## config.mk

```make
export PLATFORM = sky130hd
export DESIGN_NAME = ped_front_flat
export DESIGN_NICKNAME = d
export VERILOG_FILES = /design/src/rtl/ped_pkg.sv /design/src/rtl/ped_channels_if.sv /design/src/rtl/ped_front.sv /design/src/flat_wrapper.sv
export SDC_FILE = /design/constraint.sdc
export NUM_CORES = 2
export LEC_CHECK = 0
export BUFFER_PORTS_ARGS = -buffer_cell sky130_fd_sc_hd__buf_2
export CAP_MARGIN = 10
export CORE_UTILIZATION = 40
export DETAILED_ROUTE_END_ITERATION = 10
export PLACE_DENSITY_LB_ADDON = 0.12
export SYNTH_ARGS = -nofsm -noshare
export SYNTH_HDL_FRONTEND = slang
export SYNTH_SLANG_ARGS = --single-unit
```

## constraint.sdc

```tcl
create_clock -name clock -period 10.3 [get_ports clock]
set_input_delay 0.515 -clock clock [delete_from_list [all_inputs] [get_ports clock]]
set_output_delay 0.515 -clock clock [all_outputs]
set_load 0.03 [all_outputs]
```

## src/rtl/ped_pkg.sv

```systemverilog
// Shared constants, codes and types of the packet energy and power meter.
package ped_pkg;

   localparam int SAMPLE_BITS     = 16;
   localparam int SQ_BITS         = 2 * SAMPLE_BITS;
   localparam int ENERGY_BITS     = 44;
   localparam int POWER_BITS      = 16;
   localparam int STATUS_BITS     = 2;
   localparam int MAX_LEN_DEFAULT = 4096;

   localparam int QUEUE_DEPTH     = 4;
   localparam int QUEUE_PTR_BITS  = 2;
   localparam int QUEUE_CNT_BITS  = 3;

   localparam int POS_BITS        = 6;
   localparam int LOG_FRAC_BITS   = 16;
   localparam int LOG_BITS        = POS_BITS + LOG_FRAC_BITS;
   localparam int MANT_BITS       = 32;
   localparam int STEP_BITS       = 4;
   localparam int NORM_TOP        = ENERGY_BITS - 1;
   localparam int DIFF_BITS       = 24;
   localparam int COEF_BITS       = 19;
   localparam int PROD_BITS       = 43;
   localparam int ROUND_SHIFT     = 24;
   localparam int RESULT_BITS     = PROD_BITS - ROUND_SHIFT;

   localparam logic signed [COEF_BITS-1:0] DB_PER_LOG2_Q16 = 19'sd197283;
   localparam logic signed [DIFF_BITS-1:0] FULL_SCALE_LOG  =
      DIFF_BITS'(2 * (SAMPLE_BITS - 1) * 65536);
   localparam logic signed [PROD_BITS-1:0] ROUND_HALF      = 43'sd8388608;

   localparam logic [ENERGY_BITS-1:0]       ENERGY_MAX = '1;
   localparam logic signed [POWER_BITS-1:0] POWER_MIN  = 16'sh8000;
   localparam logic signed [POWER_BITS-1:0] POWER_MAX  = 16'sh7fff;

   localparam logic [STATUS_BITS-1:0] STATUS_OK       = 2'd0;
   localparam logic [STATUS_BITS-1:0] STATUS_ZERO     = 2'd1;
   localparam logic [STATUS_BITS-1:0] STATUS_OVERFLOW = 2'd2;

   typedef struct packed {
      logic rd_valid;
      logic wr_room;
   } ped_queue_stat_type;

endpackage

```

## src/rtl/ped_channels_if.sv

```systemverilog
// Valid/ready channel interfaces for samples and packet results.
interface ped_req_if;
   logic                                valid;
   logic                                ready;
   logic signed [ped_pkg::SAMPLE_BITS-1:0] sample_i;
   logic signed [ped_pkg::SAMPLE_BITS-1:0] sample_q;
   logic                                last_sample;

   modport source (output valid, sample_i, sample_q, last_sample, input ready);
   modport sink   (input valid, sample_i, sample_q, last_sample, output ready);
endinterface


```

## src/rtl/ped_front.sv

```systemverilog
// Front end: accepts samples, squares them and accumulates packet energy and count.
module ped_front #(
   parameter int MAX_LEN = ped_pkg::MAX_LEN_DEFAULT
) (
   input  logic                              clock,
   input  logic                              reset,
   ped_req_if.sink                           req_bus,
   input  ped_pkg::ped_queue_stat_type       stat,
   output logic                              push,
   output logic [ped_pkg::ENERGY_BITS-1:0]   push_energy,
   output logic [$clog2(MAX_LEN+1)-1:0]      push_count,
   output logic                              push_ovf
);
   localparam int CNT_W = $clog2(MAX_LEN + 1);
   localparam logic [CNT_W-1:0] LIMIT = CNT_W'(MAX_LEN);

   logic                              accept;
   logic                              counted;
   logic [CNT_W-1:0]                  cnt_ff, cnt_in, cnt_next;
   logic                              ovf_ff, ovf_in, ovf_next;
   logic signed [ped_pkg::SQ_BITS-1:0] prod_i, prod_q;
   logic [ped_pkg::SQ_BITS-1:0]       sq;

   logic                              a_valid_ff;
   logic                              a_last_ff;
   logic                              a_counted_ff;
   logic [ped_pkg::SQ_BITS-1:0]       a_sq_ff;
   logic [CNT_W-1:0]                  a_cnt_ff;
   logic                              a_ovf_ff;

   logic [ped_pkg::ENERGY_BITS-1:0]   energy_ff, energy_in, energy_next;
   logic [ped_pkg::ENERGY_BITS:0]     sum_wide;

   assign req_bus.ready = stat.wr_room;
   assign accept        = req_bus.valid & req_bus.ready;
   assign counted       = (cnt_ff != LIMIT);

   assign prod_i = req_bus.sample_i * req_bus.sample_i;
   assign prod_q = req_bus.sample_q * req_bus.sample_q;
   assign sq     = $unsigned(prod_i) + $unsigned(prod_q);

   always_comb begin
      cnt_next = counted ? cnt_ff + CNT_W'(1) : cnt_ff;
      ovf_next = ovf_ff | ~counted;
      cnt_in   = cnt_ff;
      ovf_in   = ovf_ff;
      if (accept) begin
         if (req_bus.last_sample) begin
            cnt_in = '0;
            ovf_in = 1'b0;
         end else begin
            cnt_in = cnt_next;
            ovf_in = ovf_next;
         end
      end
   end

   always_comb begin
      sum_wide = {1'b0, energy_ff} + (ped_pkg::ENERGY_BITS+1)'(a_sq_ff);
      if (!a_counted_ff) begin
         energy_next = energy_ff;
      end else if (sum_wide[ped_pkg::ENERGY_BITS]) begin
         energy_next = ped_pkg::ENERGY_MAX;
      end else begin
         energy_next = sum_wide[ped_pkg::ENERGY_BITS-1:0];
      end
      energy_in = energy_ff;
      if (a_valid_ff) begin
         energy_in = a_last_ff ? '0 : energy_next;
      end
   end

   always_ff @(posedge clock) begin
      if (reset) begin
         cnt_ff     <= '0;
         ovf_ff     <= 1'b0;
         a_valid_ff <= 1'b0;
         energy_ff  <= '0;
      end else begin
         cnt_ff     <= cnt_in;
         ovf_ff     <= ovf_in;
         a_valid_ff <= accept;
         energy_ff  <= energy_in;
      end
   end

   always_ff @(posedge clock) begin
      if (accept) begin
         a_last_ff    <= req_bus.last_sample;
         a_counted_ff <= counted;
         a_sq_ff      <= sq;
         a_cnt_ff     <= cnt_next;
         a_ovf_ff     <= ovf_next;
      end
   end

   assign push        = a_valid_ff & a_last_ff;
   assign push_energy = energy_next;
   assign push_count  = a_cnt_ff;
   assign push_ovf    = a_ovf_ff;

endmodule

```

## src/flat_wrapper.sv

```systemverilog
// flat-port wrapper written by rule: the top's interface ports become plain ports
module ped_front_flat 
#(
   parameter int MAX_LEN = ped_pkg::MAX_LEN_DEFAULT
)
  (clock, reset, stat, push, push_energy, push_count, push_ovf, req_bus_valid, req_bus_sample_i, req_bus_sample_q, req_bus_last_sample, req_bus_ready);
  ped_req_if req_bus_i ();
  input  logic clock;
  input  logic reset;
  input  ped_pkg::ped_queue_stat_type stat;
  output logic push;
  output logic [ped_pkg::ENERGY_BITS-1:0] push_energy;
  output logic [$clog2(MAX_LEN+1)-1:0] push_count;
  output logic push_ovf;
  input wire logic [$bits(req_bus_i.valid)-1:0] req_bus_valid;
  input wire logic [$bits(req_bus_i.sample_i)-1:0] req_bus_sample_i;
  input wire logic [$bits(req_bus_i.sample_q)-1:0] req_bus_sample_q;
  input wire logic [$bits(req_bus_i.last_sample)-1:0] req_bus_last_sample;
  output wire logic [$bits(req_bus_i.ready)-1:0] req_bus_ready;
  assign req_bus_i.valid = req_bus_valid;
  assign req_bus_i.sample_i = req_bus_sample_i;
  assign req_bus_i.sample_q = req_bus_sample_q;
  assign req_bus_i.last_sample = req_bus_last_sample;
  assign req_bus_ready = req_bus_i.ready;
  ped_front #(.MAX_LEN(MAX_LEN)) u_core (.clock(clock), .reset(reset), .req_bus(req_bus_i), .stat(stat), .push(push), .push_energy(push_energy), .push_count(push_count), .push_ovf(push_ovf));
endmodule
```

==> out/qor.csv <==
stage,metric,value,unit
cells_and_area,num_antenna_cells,0,
worst_setup_path,cpMostUsedCell,fa_1,
global_route,track_usage,0.195,
worst_setup_path,critPathLaunchType,primary input,
timing,drv_slew,0,
route,num_vias,16052,
worst_setup_path,crit_type,in -> reg,
timing,final_hold_viol_count,0,
timing,fin_crit_sh,0.812,
cells_and_area,fin_nets,3271,
placement,portBuffers,96,
cells_and_area,fillCellCount,5769,
floorplanning,ioPinCount,98,
placement,place_hpwl,48.7,mm
cts,cts_made_buffers,9,
timing,fin_skew,0.0204,ns
timing,finalSetupViolations,0,
timing,setup_ws,1.93,ns
cts,clk_pin_slew,0.07,ns
cts,cts_setup_buffers,0,
logic_synthesis,synth-edff-count,48,
placement,dp_slack,1.54,ns
worst_setup_path,cp-endpoint,u_core.a_sq_ff[31],
worst_setup_path,cp_num_cells,25,
logic_synthesis,ys_seq_area_frac,0.110,
route,wl_per_cell,17.0,um
route,routed_wl,56.1,mm
timing,fin_crit,8.37,ns
floorplanning,fp.dieArea,0.0605,mm2
worst_hold_path,min_from,u_core.cnt_ff[0],
worst_setup_path,r2r_slack,6.83,ns
logic_synthesis,yosys-top-cells-area,"fa_1 (44%), inv_1 (9.8%), ha_1 (9.5%)",
cts,clock_latency,0.37,ns
status,status,"complete, no violations",
logic_synthesis,synthTopCellsByCount,"inv_1 (622), fa_1 (522), nand2_1 (194)",
cts,cts_tree,built,
cts,cts_buffer_depth,2,
logic_synthesis,syn_nets,3231,
worst_setup_path,startpoint,req_bus_sample_q[0],
route,ant_nets,0,
logic_synthesis,yosysWarnings,0,
logic_synthesis,synth_ff_type,dfxtp_1,
floorplanning,rows,89,
worst_setup_path,crit_required,10.40,ns
floorplanning,die_y,246,um
timing,fmax,120,MHz
cells_and_area,area_delta_synth_final,6.34,%
floorplanning,die_w,246,um
cts,htree_levels,3,
logic_synthesis,ys_seq_elements,107,
global_route,grt_pass1_vias,17576,
timing,rsz0062_at_grt,no,
worst_setup_path,critical_path_arrival,8.47,ns
cells_and_area,drive_gt1_frac,0.0604,
worst_setup_path,cp_top_family,adder cells,
placement,gp_congestion,0.899,
cts,cts-resized-gates,0,
worst_setup_path,slowest_delay,0.78,ns
logic_synthesis,synth_most_common_cell,inv_1,
global_route,grt_pass1_wl,93.6,mm
timing,worstMarginPinSlew,0.939,ns
floorplanning,coreArea,0.0589,mm2
route,drc,0,
worst_setup_path,rr_startpoint,u_core.energy_ff[0],
cells_and_area,post-route-util,0.430,
floorplanning,start_util,0.404,
logic_synthesis,yosysTopAreaCell,fa_1,
route,dr.first_iter.drc_count,609,
route,routed_via_density,4.85,
timing,slew_headroom,0.372,
worst_setup_path,cp-end-kind,flop,
logic_synthesis,synthArstFlopShare,0,
cts,hold_buffers,0,
timing,tns,0,ns
cts,clock-sinks,107,
logic_synthesis,syn_area,0.0238,mm2
worst_setup_path,crit_path_max_fanout,16,
logic_synthesis,yosysUniqueCellTypes,78,
cts,clockRootBuffer,clkbuf_16,
global_route,grt_max_degree,52,
timing,holdWs,0.488,ns
logic_synthesis,synth_top_area_share,0.439,
route,drtPass1Iterations,4,
worst_hold_path,worstHoldPathType,reg -> reg,
worst_setup_path,r2r_cells,12,
worst_setup_path,cp_slowest_cell,nor2_1,
logic_synthesis,syn_inst,2490,
job,maxCapViolations,0,
worst_setup_path,critPathBufInv,6,
logic_synthesis,synth_area_per_cell,9.57,um2
global_route,grt-ovfl-total,0,
global_route,antenna_found_initial,0,
worst_setup_path,r2r_end,u_core.energy_ff[38],
[per-stage QoR]
stage,instances,instance area [um2]
2_1_floorplan,2490,23800
3_3_place_gp,3292,25000
3_5_place_dp,3292,25000
4_1_cts,3308,25300
5_1_grt,3308,25300
6_report,3308,25300
[area by class of cell]
| type | count | area, um2 | share of cell area |
|---|---|---|---|
| clock buffer | 11 | 254 | 0.0100 |
| sequential | 107 | 2620 | 0.104 |
| clock inverter | 5 | 57.6 | 0.00227 |
| inverter | 625 | 2350 | 0.0926 |
| tap | 773 | 967 | 0.0382 |
| multi-input combinational | 1684 | 18600 | 0.732 |
| timing repair buffer | 103 | 533 | 0.0210 |
[sequential cells by signal, indices dropped and copies added (netlist names)]
name / cells
u_core.push_ovf: 1
u_core.a_sq_ff: 32
u_core.a_last_ff: 1
u_core.ovf_ff: 1
u_core.cnt_ff: 13
u_core.a_valid_ff: 1
u_core.energy_ff: 44
u_core.push_count: 13
u_core.a_counted_ff: 1
[cell families (layout without fill, tap and decap cells)]
logic type	Yosys count	count (layout)	synth area share
xor gates and xnor gates	104	104	0.0382
other	1	1	0.000157
muxes	16	16	0.00688
DFF	107	107	0.110
buffers and inverters	699	744	0.111
AOI/OAI and AO/OA	311	311	0.0894
and+or+nand+nor	549	549	0.111
adders and majority gates	703	703	0.534
[worst min-delay path, stage by stage, from the launching register on]
cell and delay (ns):
dfxtp_1 0.34, nand2_1 0.06, a21oi_1 0.05
[layout by cell type, fill, tap and decap left out, types with 7 or more instances in the layout]
cell	netlist	layout
o211ai_1	7	7
a21o_1	27	27
nor2b_1	24	24
dfxtp_1	59	59
edfxtp_1	48	48
clkbuf_16	0	10
and2_1	101	101
fa_1	522	522
a22oi_1	8	8
a31oi_1	15	15
buf_4	1	7
a22o_1	14	14
nor2_1	120	120
buf_2	9	96
nand3_1	23	23
inv_1	622	621
ha_1	181	181
nor3_1	17	17
nand2_1	194	194
o21a_1	10	10
a211oi_1	17	17
mux2i_1	13	13
xor2_1	29	29
a21oi_1	83	83
and3_1	18	18
o21ai_0	56	56
o21bai_1	8	8
nand2b_1	21	21
xnor2_1	75	75
[routing by layer]
metal,global-route usage,vias to the layer above,part of all wire,routed length (um)
met3,0.0148,43,0.029,1610
met5,0,-,0,0
li1,-,7684,-,-
met2,0.326,274,0.47,26400
met4,0.0378,0,0.014,813
met1,0.279,8051,0.49,27300
[worst min path at each step]
stage	end	slack, ns	cells after the start
after floorplan	u_core.cnt_ff[0]	0.46	2
after global placement	u_core.cnt_ff[0]	0.47	2
after detailed placement	u_core.cnt_ff[0]	0.48	2
after CTS	u_core.ovf_ff	0.48	2
after global routing	u_core.ovf_ff	0.49	2
final	u_core.cnt_ff[0]	0.49	2
Power is left out: the tool's default activity adds up to more than one toggle a clock period on the data nets, which glitch-free logic cannot reach.
