## config.mk

```make
export PLATFORM = sky130hd
export DESIGN_NAME = ped_queue
export DESIGN_NICKNAME = d
export VERILOG_FILES = /design/src/rtl/ped_pkg.sv /design/src/rtl/ped_queue.sv
export SDC_FILE = /design/constraint.sdc
export NUM_CORES = 1
export LEC_CHECK = 0
export ABC_AREA = 1
export BUFFER_PORTS_ARGS = -buffer_cell sky130_fd_sc_hd__clkbuf_2
export CORE_AREA = 4 4 148 150
export CTS_BUF_LIST = sky130_fd_sc_hd__clkbuf_8
export CTS_CLUSTER_DIAMETER = 30
export DETAILED_ROUTE_END_ITERATION = 8
export DIE_AREA = 0 0 152 154
export GPL_ROUTABILITY_DRIVEN = 0
export PLACE_DENSITY = 0.62
export SLEW_MARGIN = 20
export SYNTH_ARGS = -nofsm -noshare
export SYNTH_HDL_FRONTEND = slang
export SYNTH_SLANG_ARGS = --single-unit
```

## constraint.sdc

```tcl
create_clock -name clock -period 5.36 [get_ports clock]
set_input_delay 0.804 -clock clock [delete_from_list [all_inputs] [get_ports clock]]
set_output_delay 0.804 -clock clock [all_outputs]
set_load 0.01 [all_outputs]
```

## src/rtl/ped_pkg.sv

```systemverilog
// Shared constants, codes and types of the packet energy and power meter.
package ped_pkg;

   localparam int SAMPLE_BITS     = 16;
   localparam int SQ_BITS         = 2 * SAMPLE_BITS;
   localparam int ENERGY_BITS     = 44;
   localparam int POWER_BITS      = 16;
   localparam int STATUS_BITS     = 2;
   localparam int MAX_LEN_DEFAULT = 4096;

   localparam int QUEUE_DEPTH     = 4;
   localparam int QUEUE_PTR_BITS  = 2;
   localparam int QUEUE_CNT_BITS  = 3;

   localparam int POS_BITS        = 6;
   localparam int LOG_FRAC_BITS   = 16;
   localparam int LOG_BITS        = POS_BITS + LOG_FRAC_BITS;
   localparam int MANT_BITS       = 32;
   localparam int STEP_BITS       = 4;
   localparam int NORM_TOP        = ENERGY_BITS - 1;
   localparam int DIFF_BITS       = 24;
   localparam int COEF_BITS       = 19;
   localparam int PROD_BITS       = 43;
   localparam int ROUND_SHIFT     = 24;
   localparam int RESULT_BITS     = PROD_BITS - ROUND_SHIFT;

   localparam logic signed [COEF_BITS-1:0] DB_PER_LOG2_Q16 = 19'sd197283;
   localparam logic signed [DIFF_BITS-1:0] FULL_SCALE_LOG  =
      DIFF_BITS'(2 * (SAMPLE_BITS - 1) * 65536);
   localparam logic signed [PROD_BITS-1:0] ROUND_HALF      = 43'sd8388608;

   localparam logic [ENERGY_BITS-1:0]       ENERGY_MAX = '1;
   localparam logic signed [POWER_BITS-1:0] POWER_MIN  = 16'sh8000;
   localparam logic signed [POWER_BITS-1:0] POWER_MAX  = 16'sh7fff;

   localparam logic [STATUS_BITS-1:0] STATUS_OK       = 2'd0;
   localparam logic [STATUS_BITS-1:0] STATUS_ZERO     = 2'd1;
   localparam logic [STATUS_BITS-1:0] STATUS_OVERFLOW = 2'd2;

   typedef struct packed {
      logic rd_valid;
      logic wr_room;
   } ped_queue_stat_type;

endpackage

```

## src/rtl/ped_queue.sv

```systemverilog
// Short queue of closed packets between the front and back ends.
module ped_queue #(
   parameter int WIDTH = ped_pkg::ENERGY_BITS
) (
   input  logic                        clock,
   input  logic                        reset,
   input  logic                        wr_en,
   input  logic [WIDTH-1:0]            wr_data,
   input  logic                        rd_en,
   output logic [WIDTH-1:0]            rd_data,
   output ped_pkg::ped_queue_stat_type stat
);
   logic [WIDTH-1:0]                     mem [ped_pkg::QUEUE_DEPTH];
   logic [ped_pkg::QUEUE_PTR_BITS-1:0]   wr_ptr_ff, rd_ptr_ff;
   logic [ped_pkg::QUEUE_CNT_BITS-1:0]   level_ff, level_in;
   logic [WIDTH-1:0]                     rd_data_ff;

   always_comb begin
      level_in = level_ff;
      if (wr_en && !rd_en) begin
         level_in = level_ff + ped_pkg::QUEUE_CNT_BITS'(1);
      end else if (!wr_en && rd_en) begin
         level_in = level_ff - ped_pkg::QUEUE_CNT_BITS'(1);
      end
   end

   always_ff @(posedge clock) begin
      if (reset) begin
         wr_ptr_ff <= '0;
         rd_ptr_ff <= '0;
         level_ff  <= '0;
      end else begin
         level_ff <= level_in;
         if (wr_en) begin
            wr_ptr_ff <= wr_ptr_ff + ped_pkg::QUEUE_PTR_BITS'(1);
         end
         if (rd_en) begin
            rd_ptr_ff <= rd_ptr_ff + ped_pkg::QUEUE_PTR_BITS'(1);
         end
      end
   end

   always_ff @(posedge clock) begin
      if (wr_en) begin
         mem[wr_ptr_ff] <= wr_data;
      end
      if (rd_en) begin
         rd_data_ff <= mem[rd_ptr_ff];
      end
   end

   assign rd_data       = rd_data_ff;
   assign stat.rd_valid = (level_ff != '0);
   assign stat.wr_room  =
      (level_ff <= ped_pkg::QUEUE_CNT_BITS'(ped_pkg::QUEUE_DEPTH - 2));

endmodule

```

==> flow_summary.toml, run 1 <==
[floorplan]
die_height_um = 154
start_util_pct = 40.2
die_w_um = 152
placementRows = 53
core_area_um2 = 20700
ioPinCount = 94
die_area_um2 = 23400

[place]
dp.cells = 867
dpl_cell_area_um2 = 8970
io_buffers = 93
dp_hpwl_um = 9260

[power_and_ir_drop]
clkPwrFrac_pct = 44.5
vdd_ir_drop_max_mv = 0.216
intPower_mw = 3.31
power_switching_mw = 0.959
power_frac_comb_pct = 6.0
power_density_nw_per_um2 = 428
p_seq_share_pct = 49.5
leakage_nw = 3.55
p_sw_share_pct = 22.5

[sta]
maxSlewHeadroom_pct = 32.1
setup_viol = 0
worst_pin_slew_ns = 1.02
fin_crit_sh_pct = 45.7
skew_ns = 0.0130
rsz0062_at_grt = "no"
maxSlewViolCount = 0
min_period_ns = 2.45
hold_violations = 0
tns_ns = 0
timing.fmax_mhz = 408

[final_layout]
final_util_pct = 48.2
finalInstanceArea_um2 = 9970
synthToLayoutAreaGrowth_pct = 20.0
seq_area_um2 = 6750
fin_nets = 693
fillers = 1819
diodes = 0
final_layout_size_suffix_gt1_share_pct = 28.1
multi_input_area_um2 = 1330
final_cells = 948

[cts]
htreeDepth = 2
cts_resized = 0
root_buffer = "clkbuf_8"
clkTransAtPathRegs_ns = 0.06
cts_hold_buf = 0
cts_sinks = 227
post-cts-setup-buffer-count = 0
cts_buffers = 45
cts_tree = "yes"
worstSkewPairLatency_ns = 0.54
clock_path_buffers = 3

[hold_path]
hold_start = "wr_data[41]"
min_to = "mem[2][41]$_DFFE_PP_"
hold_depth = 1
holdCritPathClass = "input pin to register"

[worst_setup_path]
crit_type = "register to register"
end_kind = "register"
startpoint_type = "register"
crit_family = "flip-flops"
cpPeakStageDelay_ns = 0.94
path_buf_inv = 1
r2r-end = "rd_data[35]$_DFFE_PP_"
cp_data_required_time_ns = 5.63
worst-path-stages = 3
cp_max_fo = 90
arrival_ns = 2.72
r2r_start = "rd_ptr_ff[0]$_SDFFE_PP0P_"
cpMaxStageDelayCell = "dfxtp_4"
path_cells = "inv_4, o21ai_0, o22ai_2"
ff2ff_setup_slack_ns = 2.91
ff2ff_path_depth = 3

[synthesis]
ys_seq_area_share_pct = 81.2
syn_inst = 525
syn-num-nets = 579
syn_area_per_cell_um2 = 15.8
synth_area_leaders = "edfxtp_1, o21ai_0, nor2_1"
synth.distinct_cells = 22
syn_area_um2 = 8310
synth_top_area_share_pct = 79.5
ys_warn_count = 0
ys_seq_elements = 227
yosys.area.top_type = "edfxtp_1"

[grt]
grt_antenna_before_repair = 2
gr-total-overflow = 0
grt_max_degree = 91
grt_pass1_wl_um = 27100
grt_pass1_vias = 5124
track_usage_pct = 14.7

[route]
viasPerCell = 5.05
drt_first_pass_iters = 5
wl_met3_um = 1320
routedWlPerCell_um = 18.5
highest_layer = "met5"
wl_met2_um = 8610
wl_met1_um = 7180
vias = 4790
antenna_left = 0
drtIter0Drc = 283
post-route-drc-count = 0
drt_wl_total_um = 17500

[job]
max_cap_violations = 0

[status]
outcome = "finished, final reports clean"
==> synth_stat cells, drive strengths merged <==
| library cell | number |
|---|---|
| nor2 | 92 |
| fa | 1 |
| o22ai | 44 |
| edfxtp | 220 |
| inv | 17 |
| ha | 5 |
| nand2 | 11 |
| o21ai | 93 |
| clkbuf | 3 |
| nand4 | 1 |
| nand3 | 1 |
| buf | 24 |
| dfxtp | 7 |
| a21oi | 6 |
==> per-stage QoR <==
stage               total power [mW]  hold slack, ns  setup WS [ns]
floorplan                       2.28           0.490           3.26
global placement                2.39           0.501           2.76
detailed placement              2.41           0.552           2.62
CTS                             4.31           0.454           2.95
global route                    4.44           0.456           2.71
finish                          4.27           0.490           2.91
==> worst register-to-register path, delay by kind of cell, from the launching register on <==
| kind | cells | cell delay [ns] |
|---|---|---|
| AOI/OAI and AO/OA | 2 | 0.54 |
| DFF | 1 | 0.94 |
| buffers and inverters | 1 | 0.71 |
==> layer usage <==
metal	global-route usage, %	vias to the layer above
met2	24.4	164
met1	18.2	2375
li1	-	2209
met5	0	-
met3	4.67	38
met4	5.61	4
==> sequential cells by signal (all words and copies together) (netlist names) <==
signal     cells
level_ff       3
mem          176
rd_data       44
rd_ptr_ff      2
wr_ptr_ff      2
==> power groups by stage <==
stage	registers (mW)	clock network, mW	logic, mW
final	2.11	1.90	0.258
after global routing	2.12	2.03	0.289
after CTS	2.11	1.93	0.263
after detailed placement	2.15	0	0.262
after global placement	2.15	0	0.248
after floorplan	2.14	0	0.146
==> final cells by class <==
| type | instances | share of cell area, % |
|---|---|---|
| sequential | 227 | 67.7 |
| multi-input combinational | 254 | 13.3 |
| clock buffer | 47 | 6.49 |
| timing repair buffer | 94 | 4.74 |
| clock inverter | 34 | 3.53 |
| tap | 275 | 3.45 |
| inverter | 17 | 0.765 |
==> how the worst max path moves through the flow <==
stage	start	end	slack, ns
floorplan	wr_en	mem[0][0]$_DFFE_PP_	3.26
global placement	rd_en	level_ff[1]$_SDFFE_PP0P_	2.76
detailed placement	rd_en	level_ff[1]$_SDFFE_PP0P_	2.62
CTS	rd_ptr_ff[0]$_SDFFE_PP0P_	rd_data[37]$_DFFE_PP_	2.95
global route	rd_ptr_ff[0]$_SDFFE_PP0P_	rd_data[43]$_DFFE_PP_	2.71
finish	rd_ptr_ff[0]$_SDFFE_PP0P_	rd_data[35]$_DFFE_PP_	2.91
==> cells by family after synthesis <==
logic type / synth area share, %
simple gates: 5.06
flops: 81.2
buf+inv: 2.80
fa+ha+maj: 0.994
compound gates: 9.95
==> placed cells by master (no fill, tap or decap) <==
cell type and n:
clkbuf_8 47, fa_1 1, dfxtp_2 1, buf_4 1
inv_1 17, edfxtp_1 220, o21ai_1 5, clkinv_4 2
clkinv_1 6, bufinv_16 7, dfxtp_4 1, nand3_1 1
inv_2 1, clkinvlp_4 4, inv_6 1, inv_4 5
nand4_1 1, o22ai_2 9, clkinv_2 8, o21ai_0 88
clkbuf_2 93, nor2_2 9, ha_1 5, nor2_1 83
o22ai_1 35, dfxtp_1 5, nand2_1 11, a21oi_1 6
Note: power is estimated with default switching activity, not from simulation.
==> inputs of run 2 (changes only) <==
--- a/config.mk
+++ b/config.mk
@@ -5,15 +5,15 @@
 export SDC_FILE = /design/constraint.sdc
 export NUM_CORES = 1
 export LEC_CHECK = 0
-export ABC_AREA = 1
+export ABC_AREA = 0
 export BUFFER_PORTS_ARGS = -buffer_cell sky130_fd_sc_hd__clkbuf_2
-export CORE_AREA = 4 4 148 150
+export CORE_AREA = 4 4 146 148
 export CTS_BUF_LIST = sky130_fd_sc_hd__clkbuf_8
 export CTS_CLUSTER_DIAMETER = 30
 export DETAILED_ROUTE_END_ITERATION = 8
-export DIE_AREA = 0 0 152 154
+export DIE_AREA = 0 0 150 152
 export GPL_ROUTABILITY_DRIVEN = 0
-export PLACE_DENSITY = 0.62
+export PLACE_DENSITY = 0.64
 export SLEW_MARGIN = 20
 export SYNTH_ARGS = -nofsm -noshare
 export SYNTH_HDL_FRONTEND = slang
==> constraint.sdc (replaced) <==
create_clock -name clock -period 2.2 [get_ports clock]
set_input_delay 0.33 -clock clock [delete_from_list [all_inputs] [get_ports clock]]
set_output_delay 0.33 -clock clock [all_outputs]
set_load 0.01 [all_outputs]
==> run 2 against run 1 <==
Global-route usage is 1.9 points lower. First-iteration DRC count decreased by 55%. Critical path depth down 1. Register-to-register slack lost 2.4 ns.
==> flow_summary.toml, run 2 <==
[status]
outcome = "finished, final reports clean"

[synthesis]
yosys.area.top_type = "edfxtp_1"
yosysMostFrequentCell = "edfxtp_1"
ys_seq_elements = 227
ys_seq_area_share_pct = 83.1
synth_commonest_cells = "edfxtp_1, mux4_2, dfxtp_1"
syn-num-nets = 368
ys_async_sr_fraction_pct = 0
synth_top_area_share_pct = 81.4
ys_warn_count = 0
ys.flop_type = "edfxtp_1"
synth.distinct_cells = 19
syn_area_per_cell_um2 = 25.8
syn_area_um2 = 8120
synth_area_leaders = "edfxtp_1, mux4_2, mux4_1"
synth_edf_count = 220
syn_inst = 314

[route]
wl_met3_um = 895
routedWlPerCell_um = 18.8
post-route-drc-count = 0
wl_met2_um = 7070
wl_met1_um = 5850
drt_first_pass_iters = 4
highest_layer = "met5"
drtIter0Drc = 127
antenna_left = 0
viasPerCell = 4.76
vias = 3586
drt_wl_total_um = 14100

[worst_setup_path]
crit_type = "register to output port"
worstSetupStartpoint = "level_ff[0]$_SDFFE_PP0P_"
ff2ff_setup_slack_ns = 0.56
r2r-end = "rd_data[4]$_DFFE_PP_"
cp_max_fo = 4
arrival_ns = 1.43
cp_data_required_time_ns = 1.87
ff2ff_path_depth = 2
r2r_start = "rd_ptr_ff[0]$_SDFFE_PP0P_"
end_kind = "output port"
startpoint_type = "register"

[floorplan]
die_w_um = 150
core_area_um2 = 20000
placementRows = 52
start_util_pct = 40.5
ioPinCount = 94
die_height_um = 152
die_area_um2 = 22800

[sta]
maxSlewHeadroom_pct = 52.4
hold_violations = 0
tns_ns = 0
min_period_ns = 1.76
setup_viol = 0
timing.fmax_mhz = 567
maxSlewViolCount = 0
fin_crit_sh_pct = 80.1
rsz0062_at_grt = "no"
worst_pin_slew_ns = 0.713
skew_ns = 0.0117

[place]
dp_hpwl_um = 8350
io_buffers = 93

[final_layout]
fillers = 1699
layout_common_cells = "edfxtp_1, clkbuf_2, clkbuf_8"
final_layout_size_suffix_gt1_share_pct = 42.9
synthToLayoutAreaGrowth_pct = 21.1
fin_nets = 507
final_util_pct = 49.1
largest_register_ffs = 176
top_register = "mem"
diodes = 0
final_common_cell = "edfxtp_1"

[grt]
grt_max_degree = 47
grt_pass1_vias = 4019
grt_antenna_before_repair = 1
track_usage_pct = 12.9
gr-total-overflow = 0
grt_pass1_wl_um = 22200

[power_and_ir_drop]
power_frac_comb_pct = 6.9
intPower_mw = 8.02
p_sw_share_pct = 20.7
vdd_ir_drop_max_mv = 0.350
clkPwrFrac_pct = 42.3
leakage_nw = 3.44
p_seq_share_pct = 50.8
power_switching_mw = 2.09
power_density_nw_per_um2 = 1030

[cts]
cts_tree = "yes"
cts_buffers = 40
clkTransAtPathRegs_ns = 0.06
cts_sinks = 227
root_buffer = "clkbuf_8"
clock_path_buffers = 3
htreeDepth = 2
worstSkewPairLatency_ns = 0.51
post-cts-setup-buffer-count = 0
cts_resized = 0
cts_hold_buf = 0

[hold_path]
hold_start = "wr_data[40]"
hold_depth = 1
holdCritPathClass = "input pin to register"
min_to = "mem[1][40]$_DFFE_PP_"

[job]
max_cap_violations = 0
run 2: cell count changes in the layout (fill, tap and decap cells not counted), moves of 10 or more:
cell     before  now
o21ai_0      88    1
o22ai_1      35    0
mux4_2        0   38
nand2_1      11    1
buf_4         1   13
nor2_1       83    6
run 2: cell type report:
cell class / instances / area [µm²] / area share, %
clock buffer: 43 / 592 / 6.02
clock inverter: 29 / 309 / 3.14
inverter: 4 / 15.0 / 0.153
multi-input combinational: 73 / 1240 / 12.6
sequential: 227 / 6750 / 68.7
tap: 270 / 338 / 3.44
timing repair buffer: 107 / 583 / 5.93
run 2: worst max path at each step:
stage                                          end  cells past startpoint  slack [ns]
after floorplan                mem[2][0]$_DFFE_PP_                      3        0.19
after global placement    level_ff[2]$_SDFFE_PP0P_                      8        0.40
after detailed placement  level_ff[2]$_SDFFE_PP0P_                      7        0.36
after CTS                                  stat[1]                      2        0.40
after global routing                       stat[1]                      2        0.36
final                                      stat[1]                      2        0.44
run 2: power groups by stage:
stage | Clock, mW | Combinational (mW) | Sequential [mW]
global route | 4.62 | 0.772 | 5.16
global placement | 0 | 0.706 | 5.22
finish | 4.27 | 0.701 | 5.14
floorplan | 0 | 0.402 | 5.24
detailed placement | 0 | 0.723 | 5.23
CTS | 4.38 | 0.725 | 5.14
run 2: per-layer routing:
| layer | vias up | GRT usage (%) |
|---|---|---|
| li1 | 1615 | - |
| met1 | 1850 | 16.0 |
| met2 | 96 | 20.9 |
| met3 | 23 | 4.74 |
| met4 | 2 | 4.36 |
| met5 | - | 0 |
run 2: worst max-delay path, stage by stage, from the launching register on:
cell      delay (ns)
dfxtp_1         0.36
or3_1           0.41
clkbuf_2        0.15
run 2: kinds of logic after synthesis:
logic type	Yosys count	synth area share, %
adders and majority gates	6	1.02
DFF	227	83.1
xor gates and xnor gates	5	0.540
AOI/OAI and AO/OA	3	0.185
and+or+nand+nor	13	0.786
muxes	46	12.7
buffers and inverters	14	1.62
run 2: per-stage QoR:
stage / instances / hold WS (ns) / area, µm² / power [mW] / setup WS (ns)
global route: 753 / 0.0101 / 9830 / 10.6 / 0.365
finish: 753 / 0.0343 / 9830 / 10.1 / 0.438
detailed placement: 681 / 0.497 / 8930 / 5.95 / 0.361
CTS: 753 / 0.00350 / 9830 / 10.3 / 0.400
floorplan: 314 / 0.399 / 8120 / 5.64 / 0.194
global placement: 681 / 0.480 / 8930 / 5.92 / 0.397
