--- src/rtl/ped_pkg.sv ---
// Shared constants, codes and types of the packet energy and power meter.
package ped_pkg;

   localparam int SAMPLE_BITS     = 16;
   localparam int SQ_BITS         = 2 * SAMPLE_BITS;
   localparam int ENERGY_BITS     = 44;
   localparam int POWER_BITS      = 16;
   localparam int STATUS_BITS     = 2;
   localparam int MAX_LEN_DEFAULT = 4096;

   localparam int QUEUE_DEPTH     = 4;
   localparam int QUEUE_PTR_BITS  = 2;
   localparam int QUEUE_CNT_BITS  = 3;

   localparam int POS_BITS        = 6;
   localparam int LOG_FRAC_BITS   = 16;
   localparam int LOG_BITS        = POS_BITS + LOG_FRAC_BITS;
   localparam int MANT_BITS       = 32;
   localparam int STEP_BITS       = 4;
   localparam int NORM_TOP        = ENERGY_BITS - 1;
   localparam int DIFF_BITS       = 24;
   localparam int COEF_BITS       = 19;
   localparam int PROD_BITS       = 43;
   localparam int ROUND_SHIFT     = 24;
   localparam int RESULT_BITS     = PROD_BITS - ROUND_SHIFT;

   localparam logic signed [COEF_BITS-1:0] DB_PER_LOG2_Q16 = 19'sd197283;
   localparam logic signed [DIFF_BITS-1:0] FULL_SCALE_LOG  =
      DIFF_BITS'(2 * (SAMPLE_BITS - 1) * 65536);
   localparam logic signed [PROD_BITS-1:0] ROUND_HALF      = 43'sd8388608;

   localparam logic [ENERGY_BITS-1:0]       ENERGY_MAX = '1;
   localparam logic signed [POWER_BITS-1:0] POWER_MIN  = 16'sh8000;
   localparam logic signed [POWER_BITS-1:0] POWER_MAX  = 16'sh7fff;

   localparam logic [STATUS_BITS-1:0] STATUS_OK       = 2'd0;
   localparam logic [STATUS_BITS-1:0] STATUS_ZERO     = 2'd1;
   localparam logic [STATUS_BITS-1:0] STATUS_OVERFLOW = 2'd2;

   typedef struct packed {
      logic rd_valid;
      logic wr_room;
   } ped_queue_stat_type;

endpackage

--- src/rtl/ped_channels_if.sv ---


interface ped_rsp_if;
   logic                                  valid;
   logic                                  ready;
   logic [ped_pkg::ENERGY_BITS-1:0]       energy;
   logic signed [ped_pkg::POWER_BITS-1:0] power_db;
   logic [ped_pkg::STATUS_BITS-1:0]       status;

   modport source (output valid, energy, power_db, status, input ready);
   modport sink   (input valid, energy, power_db, status, output ready);
endinterface

--- src/rtl/ped_back.sv ---
// Back end: log2 of energy and count, dB scaling, rounding and result register.
module ped_back #(
   parameter int MAX_LEN = ped_pkg::MAX_LEN_DEFAULT
) (
   input  logic                              clock,
   input  logic                              reset,
   input  ped_pkg::ped_queue_stat_type       stat,
   output logic                              rd_en,
   input  logic [ped_pkg::ENERGY_BITS-1:0]   rd_energy,
   input  logic [$clog2(MAX_LEN+1)-1:0]      rd_count,
   input  logic                              rd_ovf,
   ped_rsp_if.source                         rsp_bus
);
   localparam int CNT_W = $clog2(MAX_LEN + 1);
   localparam int EB    = ped_pkg::ENERGY_BITS;
   localparam logic signed [ped_pkg::RESULT_BITS-1:0] SAT_LO =
      ped_pkg::RESULT_BITS'(ped_pkg::POWER_MIN);
   localparam logic signed [ped_pkg::RESULT_BITS-1:0] SAT_HI =
      ped_pkg::RESULT_BITS'(ped_pkg::POWER_MAX);

   typedef enum logic [6:0] {
      ST_IDLE = 7'b0000001,
      ST_LOAD = 7'b0000010,
      ST_NORM = 7'b0000100,
      ST_FRAC = 7'b0001000,
      ST_DIFF = 7'b0010000,
      ST_MUL  = 7'b0100000,
      ST_DONE = 7'b1000000
   } ped_state_type;

   ped_state_type                          state_ff, state_in;
   logic [EB-1:0]                          energy_ff;
   logic [CNT_W-1:0]                       cnt_ff;
   logic                                   ovf_ff;
   logic                                   zero_ff;
   logic                                   phase_ff;
   logic [EB-1:0]                          norm_ff;
   logic [ped_pkg::POS_BITS-1:0]           pos_ff;
   logic [ped_pkg::MANT_BITS-1:0]          mant_ff;
   logic [ped_pkg::LOG_FRAC_BITS-1:0]      frac_ff;
   logic [ped_pkg::STEP_BITS-1:0]          step_ff;
   logic [ped_pkg::LOG_BITS-1:0]           lg_e_ff, lg_c_ff;
   logic signed [ped_pkg::DIFF_BITS-1:0]   diff_ff;
   logic signed [ped_pkg::PROD_BITS-1:0]   prod_ff;

   logic                                   out_valid_ff;
   logic [EB-1:0]                          out_energy_ff;
   logic signed [ped_pkg::POWER_BITS-1:0]  out_power_ff;
   logic [ped_pkg::STATUS_BITS-1:0]        out_status_ff;

   logic [2*ped_pkg::MANT_BITS-1:0]        mant_sq;
   logic [ped_pkg::MANT_BITS:0]            mant_hi;
   logic [ped_pkg::LOG_FRAC_BITS-1:0]      frac_new;
   logic signed [ped_pkg::PROD_BITS-1:0]   rounded;
   logic signed [ped_pkg::RESULT_BITS-1:0] scaled;
   logic signed [ped_pkg::POWER_BITS-1:0]  power_sat;
   logic [ped_pkg::STATUS_BITS-1:0]        status_c;
   logic                                   out_free;
   logic                                   load_out;

   assign mant_sq  = mant_ff * mant_ff;
   assign mant_hi  = mant_sq[2*ped_pkg::MANT_BITS-1:ped_pkg::MANT_BITS-1];
   assign frac_new = {frac_ff[ped_pkg::LOG_FRAC_BITS-2:0], mant_hi[ped_pkg::MANT_BITS]};

   assign rounded = prod_ff + ped_pkg::ROUND_HALF;
   assign scaled  = ped_pkg::RESULT_BITS'(rounded >>> ped_pkg::ROUND_SHIFT);

   always_comb begin
      if (zero_ff || scaled < SAT_LO) begin
         power_sat = ped_pkg::POWER_MIN;
      end else if (scaled > SAT_HI) begin
         power_sat = ped_pkg::POWER_MAX;
      end else begin
         power_sat = ped_pkg::POWER_BITS'(scaled);
      end
      if (ovf_ff) begin
         status_c = ped_pkg::STATUS_OVERFLOW;
      end else if (energy_ff == '0) begin
         status_c = ped_pkg::STATUS_ZERO;
      end else begin
         status_c = ped_pkg::STATUS_OK;
      end
   end

   assign out_free = ~out_valid_ff | rsp_bus.ready;
   assign load_out = (state_ff == ST_DONE) & out_free;
   assign rd_en    = (state_ff == ST_IDLE) & stat.rd_valid;

   always_comb begin
      state_in = state_ff;
      case (state_ff)
         ST_IDLE: if (stat.rd_valid) state_in = ST_LOAD;
         ST_LOAD: begin
            if (rd_energy == '0 || rd_count == '0) begin
               state_in = ST_DONE;
            end else begin
               state_in = ST_NORM;
            end
         end
         ST_NORM: if (norm_ff[EB-1]) state_in = ST_FRAC;
         ST_FRAC: begin
            if (step_ff == '1) begin
               state_in = phase_ff ? ST_DIFF : ST_NORM;
            end
         end
         ST_DIFF: state_in = ST_MUL;
         ST_MUL:  state_in = ST_DONE;
         ST_DONE: if (out_free) state_in = ST_IDLE;
         default: state_in = ST_IDLE;
      endcase
   end

   always_ff @(posedge clock) begin
      if (reset) begin
         state_ff     <= ST_IDLE;
         out_valid_ff <= 1'b0;
      end else begin
         state_ff <= state_in;
         if (load_out) begin
            out_valid_ff <= 1'b1;
         end else if (rsp_bus.ready) begin
            out_valid_ff <= 1'b0;
         end
      end
   end

   always_ff @(posedge clock) begin
      case (state_ff)
         ST_LOAD: begin
            energy_ff <= rd_energy;
            cnt_ff    <= rd_count;
            ovf_ff    <= rd_ovf;
            zero_ff   <= (rd_energy == '0) || (rd_count == '0);
            norm_ff   <= rd_energy;
            pos_ff    <= ped_pkg::POS_BITS'(EB - 1);
            phase_ff  <= 1'b0;
         end
         ST_NORM: begin
            if (norm_ff[EB-1]) begin
               mant_ff <= norm_ff[EB-1:EB-ped_pkg::MANT_BITS];
               frac_ff <= '0;
               step_ff <= '0;
            end else if (norm_ff[EB-1:EB-4] == 4'd0) begin
               norm_ff <= {norm_ff[EB-5:0], 4'd0};
               pos_ff  <= pos_ff - ped_pkg::POS_BITS'(4);
            end else begin
               norm_ff <= {norm_ff[EB-2:0], 1'b0};
               pos_ff  <= pos_ff - ped_pkg::POS_BITS'(1);
            end
         end
         ST_FRAC: begin
            frac_ff <= frac_new;
            step_ff <= step_ff + ped_pkg::STEP_BITS'(1);
            mant_ff <= mant_hi[ped_pkg::MANT_BITS] ? mant_hi[ped_pkg::MANT_BITS:1]
                                                   : mant_hi[ped_pkg::MANT_BITS-1:0];
            if (step_ff == '1) begin
               if (phase_ff) begin
                  lg_c_ff <= {pos_ff, frac_new};
               end else begin
                  lg_e_ff  <= {pos_ff, frac_new};
                  norm_ff  <= EB'(cnt_ff);
                  pos_ff   <= ped_pkg::POS_BITS'(EB - 1);
                  phase_ff <= 1'b1;
               end
            end
         end
         ST_DIFF: begin
            diff_ff <= $signed({2'b00, lg_e_ff}) - $signed({2'b00, lg_c_ff})
                       - ped_pkg::FULL_SCALE_LOG;
         end
         ST_MUL: begin
            prod_ff <= diff_ff * ped_pkg::DB_PER_LOG2_Q16;
         end
         default: begin
         end
      endcase
      if (load_out) begin
         out_energy_ff <= energy_ff;
         out_power_ff  <= power_sat;
         out_status_ff <= status_c;
      end
   end

   assign rsp_bus.valid    = out_valid_ff;
   assign rsp_bus.energy   = out_energy_ff;
   assign rsp_bus.power_db = out_power_ff;
   assign rsp_bus.status   = out_status_ff;

endmodule

--- src/flat_wrapper.sv ---
// flat-port wrapper written by rule: the top's interface ports become plain ports
module ped_back_flat 
#(
   parameter int MAX_LEN = ped_pkg::MAX_LEN_DEFAULT
)
  (clock, reset, stat, rd_en, rd_energy, rd_count, rd_ovf, rsp_bus_valid, rsp_bus_energy, rsp_bus_power_db, rsp_bus_status, rsp_bus_ready);
  ped_rsp_if rsp_bus_i ();
  input  logic clock;
  input  logic reset;
  input  ped_pkg::ped_queue_stat_type stat;
  output logic rd_en;
  input  logic [ped_pkg::ENERGY_BITS-1:0] rd_energy;
  input  logic [$clog2(MAX_LEN+1)-1:0] rd_count;
  input  logic rd_ovf;
  output wire logic [$bits(rsp_bus_i.valid)-1:0] rsp_bus_valid;
  output wire logic [$bits(rsp_bus_i.energy)-1:0] rsp_bus_energy;
  output wire logic [$bits(rsp_bus_i.power_db)-1:0] rsp_bus_power_db;
  output wire logic [$bits(rsp_bus_i.status)-1:0] rsp_bus_status;
  input wire logic [$bits(rsp_bus_i.ready)-1:0] rsp_bus_ready;
  assign rsp_bus_valid = rsp_bus_i.valid;
  assign rsp_bus_energy = rsp_bus_i.energy;
  assign rsp_bus_power_db = rsp_bus_i.power_db;
  assign rsp_bus_status = rsp_bus_i.status;
  assign rsp_bus_i.ready = rsp_bus_ready;
  ped_back #(.MAX_LEN(MAX_LEN)) u_core (.clock(clock), .reset(reset), .stat(stat), .rd_en(rd_en), .rd_energy(rd_energy), .rd_count(rd_count), .rd_ovf(rd_ovf), .rsp_bus(rsp_bus_i));
endmodule
--- config.mk ---
export PLATFORM = sky130hd
export DESIGN_NAME = ped_back_flat
export DESIGN_NICKNAME = d
export VERILOG_FILES = /design/src/rtl/ped_pkg.sv /design/src/rtl/ped_channels_if.sv /design/src/rtl/ped_back.sv /design/src/flat_wrapper.sv
export SDC_FILE = /design/constraint.sdc
export NUM_CORES = 2
export LEC_CHECK = 0
export BUFFER_PORTS_ARGS = -buffer_cell sky130_fd_sc_hd__buf_2
export CORE_MARGIN = 1.5
export CORE_UTILIZATION = 60
export CTS_CLUSTER_SIZE = 20
export DETAILED_ROUTE_END_ITERATION = 6
export PLACE_DENSITY = 0.85
export SLEW_MARGIN = 20
export SYNTH_ARGS = -nofsm -noshare
export SYNTH_HDL_FRONTEND = slang
export SYNTH_SLANG_ARGS = --single-unit
--- constraint.sdc ---
create_clock -name clock -period 7.25 [get_ports clock]
set_input_delay 1.0875 -clock clock [delete_from_list [all_inputs] [get_ports clock]]
set_output_delay 1.0875 -clock clock [all_outputs]
set_load 0.01 [all_outputs]
==> impl_metrics.csv <==
group,metric,value,unit
setup_path,ff2ff_setup_slack,-0.81,ns
outcome,outcome,"finished with violations",
drt,drc,8,
setup_path,path_class,"register to register",
yosys,synthArstFlopShare,0,
setup_path,max_stage_delay,0.56,ns
floorplan,start_util,0.607,
drt,vias,37357,
timing,fin_crit,8.06,ns
yosys,synth_common_cells,"1280 x inv_1, 896 x fa_1, 516 x ha_1, 397 x nand2_1, 311 x edfxtp_1",
drt,vias_per_cell,5.75,
setup_path,crit_path_end_kind,"register",
layout,nets,6882,
setup_path,r2r-end,"u_core.mant_ff[28]",
global_route,grt_pass1_vias,40816,
timing,finalCritPeriodShare,1.11,
layout,multi_input_area,34800,µm²
setup_path,crit_family,"adder cells",
place,place_congestion,0.958,
timing,rsz0062_at_grt,"true",
min_path,hp-start,"u_core.energy_ff[3]",
setup_path,timing.rr.start,"u_core.mant_ff[9]",
floorplan,die_w,289,µm
min_path,min_path_cells,0,
floorplan,die_h,289,µm
floorplan,die-area,83400,µm²
place,io_buffers,125,
setup_path,crit_required,7.66,ns
timing,timing.fmax,124,MHz
layout,fin_cells,6493,
setup_path,worstPathArrival,8.47,ns
clock_tree,clk_path_buf_depth,3,
setup_path,path_common_cell,"fa_1",
timing,final_max_slew_viol_count,0,
yosys,syn_area,49000,µm²
drt,firstDrtPassIters,7,
yosys,syn_area_per_cell,10.1,µm²
layout,design_area,57100,µm²
place,dp_hpwl,106000,µm
setup_path,crit_buf_inv,5,
setup_path,worst_setup_path_start_kind,"register",
yosys,synth_area_leaders,"fa_1 37%, edfxtp_1 19%, ha_1 13%",
drt,avgRoutedWirePerCell,20.7,µm
layout,drive_gt1_frac,0.171,
yosys,yosys.area.top_type,"fa_1",
min_path,min_to,"u_core.rsp_bus.energy[3]",
yosys,synth_edf_count,311,
timing,fin_skew,0.0246,ns
yosys,syn_inst,4832,
min_path,hold_class,"register to register",
timing,whs,0.451,ns
setup_path,cp_max_fo,4,
global_route,grt_pass1_wl,210000,µm
yosys,synth_top_area_share,0.366,
setup_path,r2r_cells,25,
floorplan,design.core.area,80700,µm²
yosys,synth-seq-cells,319,
floorplan,io_pins,127,
clock_tree,cts_buffers,28,
setup_path,critical-path-slowest-cell,"edfxtp_1",
clock_tree,h-tree-depth,1,
clock_tree,clk_pin_slew,0.07,ns
drt,drt_iter0_drc,3245,
yosys,synthFlopType,"edfxtp_1",
global_route,grt_max_degree,64,
layout,syn2layout_area_growth,16.5,%
yosys,ys_warn_count,0,
yosys,synth_cell_types,81,
timing,fin_setup_tns,-22.29,ns
yosys,synth_most_common_cell,"inv_1",
clock_tree,root_buffer,"clkbuf_16",
clock_tree,cts_tree,"done",
global_route,antenna_found_initial,5,
place,dp.cells,6385,
global_route,track_usage,0.323,
layout,n_fill_cell,5109,
drt,ant_nets,0,
place,placed_area,54900,µm²
floorplan,rows,104,
drt,drt-total-wl,135000,µm
timing,finalHoldViolations,0,
layout,seqCellArea,9500,µm²
timing,setup_ws,-0.812,ns
global_route,overflow,0,
job,maxCapViolCount,0,
clock_tree,clock_sinks,319,
timing,setup_viol,35,
timing,max-slew-margin-rel,0.297,
yosys,syn-num-nets,6307,
yosys,seq_area_frac_synth,0.194,
clock_tree,clk_latency,0.60,ns
outcome,violations,"design-rule violations, negative setup slack",
timing,tightest_slew,1.05,ns
-- through the flow --
step	util	setup slack, ns
3_3_place_gp	0.680	-0.775
5_1_grt	0.707	-1.00
6_report	0.707	-0.812
4_1_cts	0.699	-0.607
3_5_place_dp	0.680	-0.873
2_1_floorplan	-	-0.253
-- area by class of cell --
cell class,instances,area share
Inverter,1284,0.0847
Tap cell,1060,0.0232
Clock buffer,36,0.0133
Sequential cell,319,0.166
Clock inverter,16,0.00318
Multi-Input combinational cell,3076,0.611
Antenna cell,4,0.000175
Timing Repair Buffer,698,0.0984
-- layer usage --
metal	global-route usage	vias up	routed length [µm]
met5	0	-	27
met3	0.0581	650	12000
met1	0.381	18518	46600
met4	0.159	4	8900
li1	-	16133	-
met2	0.569	2052	67100
-- layout by cell type, fill, tap and decap left out, types with 11 or more instances in the layout --
cell       Yosys  final
a211oi_1      14     12
a21o_1        48     48
a21oi_1      145    133
a21oi_2        3     13
a221o_1       19     19
a31o_2        14     13
a31oi_1       19     15
and2_1       250    241
and3_1        13     12
buf_12         0     43
buf_2          5    125
buf_4          1    508
buf_6          0     16
clkbuf_16      0     31
edfxtp_1     311    311
fa_1         896    875
fa_2           0     21
ha_1         516    502
ha_4           0     14
inv_1       1280   1262
inv_2          1     16
mux2i_1       32     32
nand2_1      397    381
nand2_2        0     13
nand2b_1      12     12
nand3_1       34     32
nand4_1       28     28
nor2_1       122    114
nor2b_1       17     16
nor3_1        41     37
nor4_1        30     29
o211ai_1      12     12
o21a_1        17     17
o21ai_0      112    100
o21bai_1      12     11
xnor2_1       96     91
xor2_1        53     48
-- worst max path at each step --
stage                       start  depth (start not counted)            endpoint  slack, ns
2_1_floorplan   u_core.mant_ff[2]                         28  u_core.mant_ff[31]      -0.25
6_report        u_core.mant_ff[9]                         25  u_core.mant_ff[28]      -0.81
3_3_place_gp    u_core.mant_ff[4]                         26   u_core.mant_ff[4]      -0.77
3_5_place_dp   u_core.mant_ff[15]                         24   u_core.mant_ff[4]      -0.87
5_1_grt         u_core.mant_ff[7]                         26  u_core.mant_ff[28]      -1.00
4_1_cts        u_core.mant_ff[16]                         27  u_core.mant_ff[28]      -0.61
-- state kept, by name, indices dropped and copies added, names as in the netlist --
register,count
u_core.cnt_ff,13
u_core.diff_ff,24
u_core.energy_ff,44
u_core.frac_ff,15
u_core.lg_c_ff,22
u_core.lg_e_ff,22
u_core.mant_ff,32
u_core.norm_ff,44
u_core.ovf_ff,1
u_core.phase_ff,1
u_core.pos_ff,6
u_core.prod_ff,20
u_core.rsp_bus.energy,44
u_core.rsp_bus.power_db,16
u_core.rsp_bus.status,2
u_core.rsp_bus.valid,1
u_core.state_ff,7
u_core.step_ff,4
u_core.zero_ff,1
-- timing repair --
item                       CTS  global route
pin swaps                  117            68
cloned                       1             3
setup buffers               28            22
hold buffers                 0             0
resized for setup           88           105
setup endpoints to repair   35            35
-- kinds of logic after synthesis --
| kind of cell | Yosys count | share of synthesized area |
|---|---|---|
| buffers and inverters | 1437 | 0.110 |
| adders and majority gates | 1412 | 0.498 |
| and+or+nand+nor | 988 | 0.0986 |
| AOI/OAI and AO/OA | 492 | 0.0651 |
| DFF | 319 | 0.194 |
| xor gates and xnor gates | 150 | 0.0272 |
| muxes | 33 | 0.00677 |
| other | 1 | 0.0000765 |
-- worst register-to-register path: stages, from the launching register on --
cell and delay (ns):
edfxtp_1 0.56, inv_1 0.19, nor2_2 0.22, fa_1 0.49
fa_1 0.52, inv_1 0.05, fa_1 0.52, fa_1 0.50
inv_1 0.07, fa_1 0.54, fa_1 0.45, fa_1 0.51
fa_1 0.53, ha_4 0.31, nand4_1 0.24, buf_4 0.24
or3_4 0.34, nor3_4 0.22, o21ai_2 0.10, a31oi_4 0.22
o21ai_4 0.11, o21ai_2 0.21, a41oi_2 0.16, xor2_2 0.20
buf_4 0.17, o311ai_4 0.23
Power is not shown: default switching activity piles up to over one toggle a cycle in this logic, so the estimate is an artifact.
